==> src/rtl/evag_pkg.sv <==
// Shared types and constants for the energy voice activity gate.
// Holds field widths, register indexes, reset values and the
// command / status structs between controller and datapath.
package evag_pkg;

    localparam int SAMPLE_W  = 16;
    localparam int SQ_W      = 31;
    localparam int ENERGY_W  = 31;
    localparam int TOTAL_W   = 32;
    localparam int RATIO_W   = 16;
    localparam int FRAMES_W  = 16;
    localparam int CFG_W     = 31;
    localparam int IDX_W     = 2;
    localparam int PROD_W    = ENERGY_W + RATIO_W;
    localparam int OUT_W     = 2 + 2 * ENERGY_W + 2 * TOTAL_W;

    localparam int RISE_SHIFT  = 8;
    localparam int TRACK_SHIFT = 4;

    localparam logic [IDX_W-1:0] REG_SPEECH_RATIO    = 2'd0;
    localparam logic [IDX_W-1:0] REG_NOISE_FLOOR_MIN = 2'd1;
    localparam logic [IDX_W-1:0] REG_ATTACK_FRAMES   = 2'd2;
    localparam logic [IDX_W-1:0] REG_HANGOVER_FRAMES = 2'd3;

    localparam logic [RATIO_W-1:0]  RATIO_RST    = 16'd512;
    localparam logic [ENERGY_W-1:0] NF_MIN_RST   = 31'd40000;
    localparam logic [FRAMES_W-1:0] ATTACK_RST   = 16'd2;
    localparam logic [FRAMES_W-1:0] HANGOVER_RST = 16'd25;
    localparam logic [FRAMES_W-1:0] RUN_MAX      = 16'hFFFF;

    typedef struct packed {
        logic accept;
        logic load_div;
        logic div_step;
        logic mul;
        logic cmp;
        logic adapt;
        logic noise;
        logic out_load;
    } evag_cmd_t;

    typedef struct packed {
        logic frame_close;
        logic div_last;
        logic out_free;
    } evag_sts_t;

endpackage

==> src/rtl/evag_ctrl.sv <==
// Sequencer for the energy voice activity gate.
// Steps each closed frame through divide, threshold, gate, noise update and output.
// Depends on evag_pkg.
module evag_ctrl
    import evag_pkg::*;
(
    input  logic      aclk,
    input  logic      aresetn,
    input  logic      s_tvalid,
    input  evag_sts_t sts,
    output logic      s_tready,
    output evag_cmd_t cmd
);

    typedef enum logic [3:0] {
        ST_ACC,
        ST_FOLD,
        ST_LOAD,
        ST_DIV,
        ST_MUL,
        ST_CMP,
        ST_ADAPT,
        ST_NOISE,
        ST_OUT
    } state_t;

    state_t state_reg, state_next;
    logic   s_tready_reg;

    always_comb begin
        state_next = state_reg;
        cmd        = '0;
        cmd.accept = s_tvalid && s_tready_reg;
        unique case (state_reg)
            ST_ACC: begin
                if (cmd.accept && sts.frame_close) state_next = ST_FOLD;
            end
            ST_FOLD:  state_next = ST_LOAD;
            ST_LOAD: begin
                cmd.load_div = 1'b1;
                state_next   = ST_DIV;
            end
            ST_DIV: begin
                cmd.div_step = 1'b1;
                if (sts.div_last) state_next = ST_MUL;
            end
            ST_MUL: begin
                cmd.mul    = 1'b1;
                state_next = ST_CMP;
            end
            ST_CMP: begin
                cmd.cmp    = 1'b1;
                state_next = ST_ADAPT;
            end
            ST_ADAPT: begin
                cmd.adapt  = 1'b1;
                state_next = ST_NOISE;
            end
            ST_NOISE: begin
                cmd.noise  = 1'b1;
                state_next = ST_OUT;
            end
            ST_OUT: begin
                cmd.out_load = sts.out_free;
                if (sts.out_free) state_next = ST_ACC;
            end
            default: state_next = ST_ACC;
        endcase
    end

    always_ff @(posedge aclk) begin
        if (!aresetn) begin
            state_reg    <= ST_ACC;
            s_tready_reg <= 1'b1;
        end else begin
            state_reg    <= state_next;
            s_tready_reg <= (state_next == ST_ACC);
        end
    end

    assign s_tready = s_tready_reg;

endmodule

==> src/rtl/evag_dpath.sv <==
// Datapath for the energy voice activity gate: settings, square accumulator,
// restoring divider, threshold multipliers, gate counters and output word.
// Depends on evag_pkg; driven by evag_ctrl.
module evag_dpath
    import evag_pkg::*;
#(
    parameter int MAX_FRAME   = 4096,
    parameter int RATIO_SCALE = 256
) (
    input  logic                 aclk,
    input  logic                 aresetn,
    input  evag_cmd_t            cmd,
    output evag_sts_t            sts,
    input  logic [SAMPLE_W-1:0]  s_tdata,
    input  logic                 s_tlast,
    input  logic                 cfg_we,
    input  logic [IDX_W-1:0]     cfg_index,
    input  logic [CFG_W-1:0]     cfg_wdata,
    output logic                 m_tvalid,
    input  logic                 m_tready,
    output logic [OUT_W-1:0]     m_tdata
);

    localparam int CNT_W  = $clog2(MAX_FRAME + 1);
    localparam int SUM_W  = 30 + CNT_W;
    localparam int STEP_W = $clog2(SUM_W);
    localparam int RS_W   = $clog2(RATIO_SCALE + 1);
    localparam int ESC_W  = ENERGY_W + RS_W;
    localparam int CMP_W  = (ESC_W > PROD_W) ? ESC_W : PROD_W;
    localparam logic [RS_W-1:0]  RS       = RS_W'(RATIO_SCALE);
    localparam logic [CNT_W-1:0] CNT_LAST = CNT_W'(MAX_FRAME - 1);

    // settings
    logic [RATIO_W-1:0]  ratio_reg;
    logic [ENERGY_W-1:0] nf_min_reg;
    logic [FRAMES_W-1:0] attack_reg;
    logic [FRAMES_W-1:0] hangover_reg;

    always_ff @(posedge aclk) begin
        if (!aresetn) begin
            ratio_reg    <= RATIO_RST;
            nf_min_reg   <= NF_MIN_RST;
            attack_reg   <= ATTACK_RST;
            hangover_reg <= HANGOVER_RST;
        end else if (cfg_we) begin
            unique case (cfg_index)
                REG_SPEECH_RATIO:    ratio_reg    <= cfg_wdata[RATIO_W-1:0];
                REG_NOISE_FLOOR_MIN: nf_min_reg   <= cfg_wdata[ENERGY_W-1:0];
                REG_ATTACK_FRAMES:   attack_reg   <= cfg_wdata[FRAMES_W-1:0];
                REG_HANGOVER_FRAMES: hangover_reg <= cfg_wdata[FRAMES_W-1:0];
                default: ;
            endcase
        end
    end

    // square and accumulate
    logic signed [SAMPLE_W:0] sx;
    logic [SAMPLE_W:0]        mag;
    logic [2*SAMPLE_W+1:0]    sq_full;
    logic [SQ_W-1:0]          sq_reg;
    logic                     sq_vld_reg;
    logic [SUM_W-1:0]         sum_reg;
    logic [CNT_W-1:0]         cnt_reg;
    logic [CNT_W-1:0]         cnt_inc;

    assign sx      = {s_tdata[SAMPLE_W-1], s_tdata};
    assign mag     = s_tdata[SAMPLE_W-1] ? (SAMPLE_W+1)'(-sx) : (SAMPLE_W+1)'(sx);
    assign sq_full = mag * mag;
    assign cnt_inc = CNT_W'(cnt_reg + 1'b1);
    assign sts.frame_close = s_tlast || (cnt_reg == CNT_LAST);

    always_ff @(posedge aclk) begin
        if (!aresetn) begin
            sq_vld_reg <= 1'b0;
            sum_reg    <= '0;
            cnt_reg    <= '0;
        end else begin
            sq_vld_reg <= cmd.accept;
            if (cmd.accept) begin
                cnt_reg <= sts.frame_close ? '0 : cnt_inc;
            end
            if (cmd.load_div) begin
                sum_reg <= '0;
            end else if (sq_vld_reg) begin
                sum_reg <= sum_reg + SUM_W'(sq_reg);
            end
        end
    end

    always_ff @(posedge aclk) begin
        if (cmd.accept) begin
            sq_reg <= sq_full[SQ_W-1:0];
        end
    end

    // restoring divider, one quotient bit per cycle
    logic [CNT_W-1:0]  dvs_reg;
    logic [CNT_W-1:0]  rem_reg;
    logic [SUM_W-1:0]  quo_reg;
    logic [STEP_W-1:0] step_reg;
    logic [CNT_W:0]    shifted;
    logic [CNT_W:0]    dvs_ext;
    logic              ge;
    logic [ENERGY_W-1:0] energy;

    assign shifted      = {rem_reg, quo_reg[SUM_W-1]};
    assign dvs_ext      = {1'b0, dvs_reg};
    assign ge           = (shifted >= dvs_ext);
    assign sts.div_last = (step_reg == '0);
    assign energy       = quo_reg[ENERGY_W-1:0];

    always_ff @(posedge aclk) begin
        if (cmd.accept && sts.frame_close) begin
            dvs_reg <= cnt_inc;
        end
        if (cmd.load_div) begin
            quo_reg  <= sum_reg;
            rem_reg  <= '0;
            step_reg <= STEP_W'(SUM_W - 1);
        end else if (cmd.div_step) begin
            rem_reg  <= ge ? CNT_W'(shifted - dvs_ext) : CNT_W'(shifted);
            quo_reg  <= {quo_reg[SUM_W-2:0], ge};
            step_reg <= STEP_W'(step_reg - 1'b1);
        end
    end

    // threshold: energy * scale against noise * ratio
    logic [ENERGY_W-1:0] noise_reg;
    logic [PROD_W-1:0]   prod_reg;
    logic [ESC_W-1:0]    escal_reg;
    logic                speech_reg;

    always_ff @(posedge aclk) begin
        if (cmd.mul) begin
            prod_reg  <= noise_reg * ratio_reg;
            escal_reg <= energy * RS;
        end
        if (cmd.cmp) begin
            speech_reg <= (CMP_W'(escal_reg) > CMP_W'(prod_reg));
        end
    end

    // gate counters and noise tracking
    logic [ENERGY_W-1:0] delta_reg;
    logic                add_reg;
    logic                sub_reg;
    logic [FRAMES_W-1:0] run_reg;
    logic [FRAMES_W-1:0] hang_reg;
    logic                active_reg;
    logic [TOTAL_W-1:0]  spc_total_reg;
    logic [TOTAL_W-1:0]  frm_total_reg;

    logic                up;
    logic [ENERGY_W-1:0] diff;
    logic [FRAMES_W-1:0] run_inc;
    logic [FRAMES_W-1:0] hang_dec;
    logic [ENERGY_W-1:0] noise_adj;

    assign up        = (energy > noise_reg);
    assign diff      = up ? (energy - noise_reg) : (noise_reg - energy);
    assign run_inc   = (run_reg == RUN_MAX) ? run_reg : FRAMES_W'(run_reg + 1'b1);
    assign hang_dec  = (hang_reg != '0) ? FRAMES_W'(hang_reg - 1'b1) : hang_reg;
    assign noise_adj = add_reg ? (noise_reg + delta_reg) :
                       sub_reg ? (noise_reg - delta_reg) : noise_reg;

    always_ff @(posedge aclk) begin
        if (!aresetn) begin
            noise_reg     <= NF_MIN_RST;
            run_reg       <= '0;
            hang_reg      <= '0;
            active_reg    <= 1'b0;
            spc_total_reg <= '0;
            frm_total_reg <= '0;
        end else begin
            if (cmd.adapt) begin
                frm_total_reg <= TOTAL_W'(frm_total_reg + 1'b1);
                if (speech_reg) begin
                    spc_total_reg <= TOTAL_W'(spc_total_reg + 1'b1);
                    run_reg       <= run_inc;
                    if (run_inc >= attack_reg) begin
                        active_reg <= 1'b1;
                        hang_reg   <= hangover_reg;
                    end
                end else begin
                    run_reg <= '0;
                    if (active_reg) begin
                        hang_reg <= hang_dec;
                        if (hang_dec == '0) active_reg <= 1'b0;
                    end
                end
            end
            if (cmd.noise) begin
                noise_reg <= (noise_adj < nf_min_reg) ? nf_min_reg : noise_adj;
            end
        end
    end

    always_ff @(posedge aclk) begin
        if (cmd.adapt) begin
            delta_reg <= speech_reg ? (diff >> RISE_SHIFT) : (diff >> TRACK_SHIFT);
            add_reg   <= up;
            sub_reg   <= !up && !speech_reg;
        end
    end

    // output word
    logic             m_tvalid_reg;
    logic [OUT_W-1:0] m_tdata_reg;

    assign sts.out_free = !m_tvalid_reg || m_tready;

    always_ff @(posedge aclk) begin
        if (!aresetn) begin
            m_tvalid_reg <= 1'b0;
        end else if (cmd.out_load) begin
            m_tvalid_reg <= 1'b1;
        end else if (m_tready) begin
            m_tvalid_reg <= 1'b0;
        end
    end

    always_ff @(posedge aclk) begin
        if (cmd.out_load) begin
            m_tdata_reg <= {frm_total_reg, spc_total_reg, noise_reg, energy,
                            speech_reg, active_reg};
        end
    end

    assign m_tvalid = m_tvalid_reg;
    assign m_tdata  = m_tdata_reg;

endmodule

==> src/rtl/energy_voice_activity_gate_unit.sv <==
// Energy voice activity gate, top level. Takes one sample word per cycle
// within a frame; a closing word stalls the input while the bit-serial divider
// and the threshold, gate, noise and output steps run.
// The result word is registered and waits for m_tready; accumulation of the
// next frame goes on meanwhile. Synchronous active-low reset clears counters,
// settings to their defaults and the noise floor to 40000.
module energy_voice_activity_gate_unit
    import evag_pkg::*;
#(
    parameter int MAX_FRAME   = 4096,
    parameter int RATIO_SCALE = 256
) (
    input  logic                aclk,
    input  logic                aresetn,
    input  logic                s_tvalid,
    output logic                s_tready,
    input  logic [SAMPLE_W-1:0] s_tdata,   // [15:0] sample
    input  logic                s_tlast,
    output logic                m_tvalid,
    input  logic                m_tready,
    // [0] voice_active, [1] frame_is_speech, [32:2] frame_energy,
    // [63:33] noise_floor, [95:64] speech_frame_total, [127:96] frame_total
    output logic [OUT_W-1:0]    m_tdata,
    input  logic                cfg_we,
    input  logic [IDX_W-1:0]    cfg_index,
    input  logic [CFG_W-1:0]    cfg_wdata
);

    evag_cmd_t cmd;
    evag_sts_t sts;

    evag_ctrl u_ctrl (
        .aclk     (aclk),
        .aresetn  (aresetn),
        .s_tvalid (s_tvalid),
        .sts      (sts),
        .s_tready (s_tready),
        .cmd      (cmd)
    );

    evag_dpath #(
        .MAX_FRAME   (MAX_FRAME),
        .RATIO_SCALE (RATIO_SCALE)
    ) u_dpath (
        .aclk      (aclk),
        .aresetn   (aresetn),
        .cmd       (cmd),
        .sts       (sts),
        .s_tdata   (s_tdata),
        .s_tlast   (s_tlast),
        .cfg_we    (cfg_we),
        .cfg_index (cfg_index),
        .cfg_wdata (cfg_wdata),
        .m_tvalid  (m_tvalid),
        .m_tready  (m_tready),
        .m_tdata   (m_tdata)
    );

endmodule

==> config.mk <==
export PLATFORM = sky130hd
export DESIGN_NAME = energy_voice_activity_gate_unit
export DESIGN_NICKNAME = d
export VERILOG_FILES = /design/src/rtl/evag_pkg.sv /design/src/rtl/evag_ctrl.sv /design/src/rtl/evag_dpath.sv /design/src/rtl/energy_voice_activity_gate_unit.sv
export SDC_FILE = /design/constraint.sdc
export NUM_CORES = 2
export LEC_CHECK = 0
export BUFFER_PORTS_ARGS = -buffer_cell sky130_fd_sc_hd__buf_2
export CAP_MARGIN = 0
export CELL_PAD_IN_SITES_DETAIL_PLACEMENT = 0
export CELL_PAD_IN_SITES_GLOBAL_PLACEMENT = 1
export CORE_MARGIN = 4
export CORE_UTILIZATION = 50
export DETAILED_ROUTE_END_ITERATION = 7
export PLACE_DENSITY = 0.8
export SETUP_SLACK_MARGIN = 0.02
export SYNTH_ARGS = -nofsm -noshare
export SYNTH_HDL_FRONTEND = slang
export SYNTH_SLANG_ARGS = --single-unit
==> constraint.sdc <==
create_clock -name aclk -period 10.8 [get_ports aclk]
set_clock_uncertainty 0.15 [all_clocks]
set_input_delay 0 -clock aclk [delete_from_list [all_inputs] [get_ports aclk]]
set_output_delay 0 -clock aclk [all_outputs]
set_load 0.005 [all_outputs]
After elaboration in Yosys (flattened, before gate mapping)

Index checks and enable logic that the tools add are counted.

Input bits: 55
Logic and storage cells: 122
Bits in registers: 616
Output and inout port bits: 130

Multiply operators: 2
Multiplexer cells: 33
Bitwise operators: 1
Reductions and logical operators: 25
$add $sub $neg: 13
Eq/ne operators: 14
Order comparisons: 5

Operators with widths:

| operator                                                              | number |
|---|---|
| 31-bit 2-to-1 mux                                                     | 4 |
| 16-bit 2-to-1 mux                                                     | 6 |
| 31-bit subtractor                                                     | 3 |
| 43-bit 2-to-1 mux                                                     | 2 |
| 32-bit by 1-bit adder with 32-bit output, second input constant       | 2 |
| 39-bit by 47-bit > comparator with 1-bit output                       | 1 |
| 31-bit by 16-bit multiplier with 47-bit output                        | 1 |
| 43-bit by 31-bit adder with 43-bit output                             | 1 |
| 4-bit one-hot mux with 9 select lines                                 | 1 |
| 31-bit adder                                                          | 1 |
| 31-bit > comparator                                                   | 1 |
| 31-bit less-than comparator                                           | 1 |
| 17-bit by 17-bit multiplier with 31-bit output                        | 1 |
| 13-bit 2-to-1 mux                                                     | 2 |
| 23-bit 2-to-1 mux                                                     | 1 |
| 17-bit 2-to-1 mux                                                     | 1 |
| 16-bit negator with 17-bit output                                     | 1 |
| 16-bit by 1-bit adder with 16-bit output, second input constant       | 1 |
| 16-bit equality test, second input constant                           | 1 |
| 4-bit by 3-bit equality test with 1-bit output, second input constant | 4 |
| 16-bit >= comparator                                                  | 1 |
| 16-bit logical NOT                                                    | 1 |
| 16-bit nonzero test                                                   | 1 |
| 16-bit by 1-bit subtractor with 16-bit output, second input constant  | 1 |
| other kinds (24)                                                      | 53 |

Depth between registers and ports, before layout

Depth in word-level cells: 6
Mapped depth: 33
Mapped depth without buffers: 31

Modules after synthesis

A second synthesis with hierarchy kept.

Cell total of the unflattened synthesis: 6118
Area total of the unflattened synthesis: 56077.5 µm²

By module, submodules not included:

| module     | sequential area each (µm²) | area each (µm²) | cells each | instances |
|---|---|---|---|---|
| evag_dpath | 15354.7                    | 55772.2         | 6080       | 1 |
| evag_ctrl  | 100.1                      | 305.3           | 38         | 1 |

Worst setup path before layout

Ideal clock, no wire load.

Kind: input port to flip-flop
Start point: in s_tdata[0]
End point: reg u_dpath.sq_reg[29], data pin
Arrival time: 7.113 ns
Setup time: 0.258 ns
Required time: 10.392 ns
Slack: 3.280 ns
Path buffers: 2
Stages on the path: 31
Cell sequence: clkbuf_1 inv_2 ha_1 nand2_1 or4_1 o41ai_1 xnor2_1 inv_1 clkbuf_1 nor2_1 inv_1 fa_1 inv_1 fa_1 fa_1 fa_1 fa_1 inv_1 fa_1 inv_1 ha_1 inv_1 nor2_1 a211oi_1 o21ai_0 o21ai_0 a31oi_1 o21ai_0 o211ai_1 a21oi_1 xnor2_1

Cells in the longest elaborated chain, start to end: 3

Ends and longest elaborated chain:

| what                                               | RTL line                              | text |
|---|---|---|
| start: declaration                                 | energy_voice_activity_gate_unit.sv:17 | `input logic [SAMPLE_W-1:0] s_tdata,` |
| 16-bit negator with 17-bit output                  | evag_dpath.sv:67                      | `assign mag = s_tdata[SAMPLE_W-1] ? (SAMPLE_W+1)'(-sx) : (SAMPLE_W+1)'(sx);` |
| 17-bit 2-to-1 mux (*)                              | evag_dpath.sv:67                      |  |
| 17-bit by 17-bit multiplier with 31-bit output (*) | evag_dpath.sv:68                      | `assign sq_full = mag * mag;` |
| net u_dpath.sq_full[29]                            | evag_dpath.sv:59                      | `logic [2*SAMPLE_W+1:0] sq_full;` |
| end signal: assignment                             | evag_dpath.sv:92                      | `sq_reg <= sq_full[SQ_W-1:0];` |
| end: declaration                                   | evag_dpath.sv:60                      | `logic [SQ_W-1:0] sq_reg;` |

Mark *: on every way through the listed nets, which the timed path passes. The rest lies on a longest branch.
A chain may end at the register's enable or synchronous reset.

Final worst setup path

Start point: in s_tdata[0]
End point: reg u_dpath.sq_reg[30], data pin

The elaborated chain is that of the path after synthesis.

==> flow_summary.rst <==
.. list-table::
   :header-rows: 1

   * - Metric
     - Value
   * - Run status
     - complete, no violations
   * - Ratio of cells with drive above 1 in the final layout
     - 7.52%
   * - Source-to-sink clock delay at the later pin of the worst-skew pair
     - 0.67 ns
   * - Static Leak
     - 27.3 nW
   * - Min-Delay Path Depth
     - 3
   * - Number of unique standard cell types used by synthesis
     - 98
   * - Setup repair after global routing missed its margin
     - no
   * - Detail Placement HPWL
     - 124000 µm
   * - Kind of launch point of the worst setup path
     - primary input
   * - Maximum number of pins on one net before global-route repair
     - 80
   * - # placed instances
     - 7739
   * - Global placer's final weighted congestion
     - 0.918
   * - Synthesized-area fraction occupied by and/or/nand/nor cells
     - 15.0%
   * - Remaining Overflow, GRT
     - 0
   * - Post-synthesis sequential area ratio
     - 27.4%
   * - Clock slew at reported path FFs
     - 0.06 ns
   * - Required time of the critical path
     - 11.03 ns
   * - Hold Violations, Final
     - 0
   * - Final std cell area, no fill
     - 62400 µm²
   * - Top-count cell post-synth
     - inv_1
   * - Wirelength, routed
     - 162000 µm
   * - Post-Synthesis Mean Instance Area
     - 9.09 µm²
   * - Placed Area
     - 59000 µm²
   * - Max Cap Viol
     - 0
   * - Inserted Clock Buffers
     - 72
   * - Clock tree from TritonCTS
     - built
   * - H-tree depth reported by CTS
     - 3
   * - Maximum root-to-sink buffer count
     - 3
   * - Power per standard cell area
     - 191 nW/µm²
   * - Fin cells
     - 7964
   * - Min Hold Slack
     - 0.0472 ns
   * - Die footprint
     - 118000 µm²
   * - Max stage delay cell, worst path
     - fa_1
   * - Final Net Count
     - 7514
   * - IO Pins
     - 185
   * - Placement Rows
     - 123
   * - DIE WIDTH
     - 344 µm
   * - Combinational family with the most area after synthesis
     - adder cells
   * - Average routed wire per standard cell
     - 20.3 µm
   * - Aggregate global-route resource usage
     - 27.5%
   * - Combined area of all synthesized cells
     - 56500 µm²
   * - Final-report setup violation count
     - 0
   * - Proportion of register bits with asynchronous set or reset after synthesis
     - 0%
   * - Via count of the first global-routing pass
     - 44686
   * - Class of the tightest hold or removal check
     - primary input to flip-flop
   * - Yosys top cell by area
     - fa_1
   * - Xor/xnor cell area share of the yosys netlist
     - 3.66%
   * - Most numerous cell types in the synthesized netlist
     - inv_1, nand2_1, fa_1
   * - Largest stage delay on the critical path
     - 0.55 ns
   * - Slew of the pin with the lowest slew margin
     - 1.27 ns
   * - Post-Synthesis Cells
     - 6213
   * - Pre-CTS setup slack
     - 2.25 ns
   * - Endpoint type of the worst setup path
     - flip-flop
   * - Vias
     - 44209
   * - Number of flops mapped to enable cells by yosys
     - 322
   * - Number of warning messages in the yosys log
     - 0
   * - Final Worst Setup Slack
     - 2.38 ns
   * - Adder and majority gate portion of the synthesized area
     - 31.3%
   * - Final Cycle Share
     - 78.0%
   * - Core Box Area
     - 112000 µm²
   * - Count of pins over their slew limit
     - 0
   * - Most common flop cell mapped by yosys
     - edfxtp_1
   * - Area growth, synth to finish
     - 10.6%
   * - 1st-iter DRT viols
     - 3482
   * - Sum Neg Setup Slack
     - 0 ns
   * - Compound-Gate Fraction of Synth Area
     - 12.8%
   * - Critical path class
     - primary input to flip-flop
   * - Max reg flops
     - 128
   * - Number of vias per cell
     - 5.55
   * - DRC violations left
     - 0
   * - Depth of the worst register-to-register path
     - 24
   * - Fmax
     - 119 MHz
   * - Multiplexer share of the synthesized area
     - 1.50%
   * - Initial antenna violation count
     - 1
   * - Final Critical Period
     - 8.42 ns
   * - Worst vdd rail ir drop
     - 0.437 mV
   * - Initial cell density of the core
     - 50.3%
   * - Relative max-transition margin
     - 14.9%
   * - Post-synth top area share
     - 21.2%
   * - Maximum fanout along the worst path
     - 14
   * - Die Span Y
     - 344 µm
   * - Top area cells in the synthesized netlist
     - fa_1, edfxtp_1, dfxtp_1
   * - Root buffer cell
     - clkbuf_16
   * - Data arrival time of the critical path
     - 8.66 ns
   * - Antenna-violating nets left
     - 0
   * - Synthesis-stage register bit count
     - 611
   * - Sum of internal, switching and leakage power
     - 11.9 mW
   * - Total iterations of the first detailed-routing run
     - 5
   * - Number of setup buffers added after CTS
     - 0
   * - Count of port buffers added during placement
     - 184
   * - Wire length of the first global-routing pass
     - 256000 µm
   * - Sink count of the clock tree
     - 611
   * - Layout Utilization
     - 55.6%
[final cells by class]
| class | instances | area, µm² |
|---|---|---|
| Clock buffer | 85 | 1900 |
| Clock inverter | 48 | 616 |
| Inverter | 964 | 3630 |
| Antenna cell | 1 | 2.50 |
| Tap cell | 1500 | 1880 |
| Sequential cell | 611 | 15500 |
| Fill cell | 10253 | 49900 |
| Multi-Input combinational cell | 4390 | 36500 |
| Timing Repair Buffer | 365 | 2510 |
[repair_timing]
action,4_1_cts,5_1_grt
resized for setup,0,0
hold buffers,91,0
endpoints found under the hold margin,132,0
[placed cells by master, fill, tap and decap left out, types with 67 or more instances in the layout]
cell / n
a21o_1: 134
a21oi_1: 381
and2_1: 179
buf_2: 184
buf_4: 90
clkbuf_16: 73
dfxtp_1: 285
dlygate4sd3_1: 91
edfxtp_1: 322
fa_1: 599
ha_1: 456
inv_1: 953
nand2_1: 824
nand3_1: 87
nand4_1: 67
nor2_1: 379
nor3_1: 74
o21ai_0: 223
xnor2_1: 148
xor2_1: 85
[critical path, delay by kind of cell]
kind	cells	cell delay (ns)
adders and majority gates	8	3.54
buffers and inverters	9	1.65
xor gates and xnor gates	2	0.49
AOI/OAI and AO/OA	8	1.93
and+or+nand+nor	3	1.03
[report_power, final]
part           total (mW)  switching, mW  internal, mW
Clock                2.59           1.06          1.52
Sequential           3.00         0.0989          2.90
Combinational        6.36           3.63          2.73
[metal layers]
metal  vias to the layer above  GRT usage (%)  part of all wire [%]
met3                       333           3.95                   6.0
met1                     21734           37.2                    43
met4                         0           10.5                   4.2
met2                      1314           45.1                    47
li1                      20828              -                     -
met5                         -              0                     0
[worst paths after layout]
kind | startpoint | endpoint | slack (ns)
max | s_tdata[0] | u_dpath.sq_reg[30] | 2.38
min | s_tdata[15] | u_dpath.sq_reg[2] | 0.05
max reg2reg | u_dpath.ratio_reg[1] | u_dpath.prod_reg[45] | 2.60
min reg2reg | u_dpath.spc_total_reg[31] | u_dpath.m_tdata[95] | 0.30
[cells by family after synthesis]
family | after synthesis
flip-flops | 611
adder cells (fa/ha/maj) | 1055
AO/OA/AOI/OAI | 1141
multiplexers | 80
AND/OR/NAND/NOR | 1845
other | 2
XOR/XNOR | 235
buffers and inverters | 1244
(Power assumes the default switching activity.)
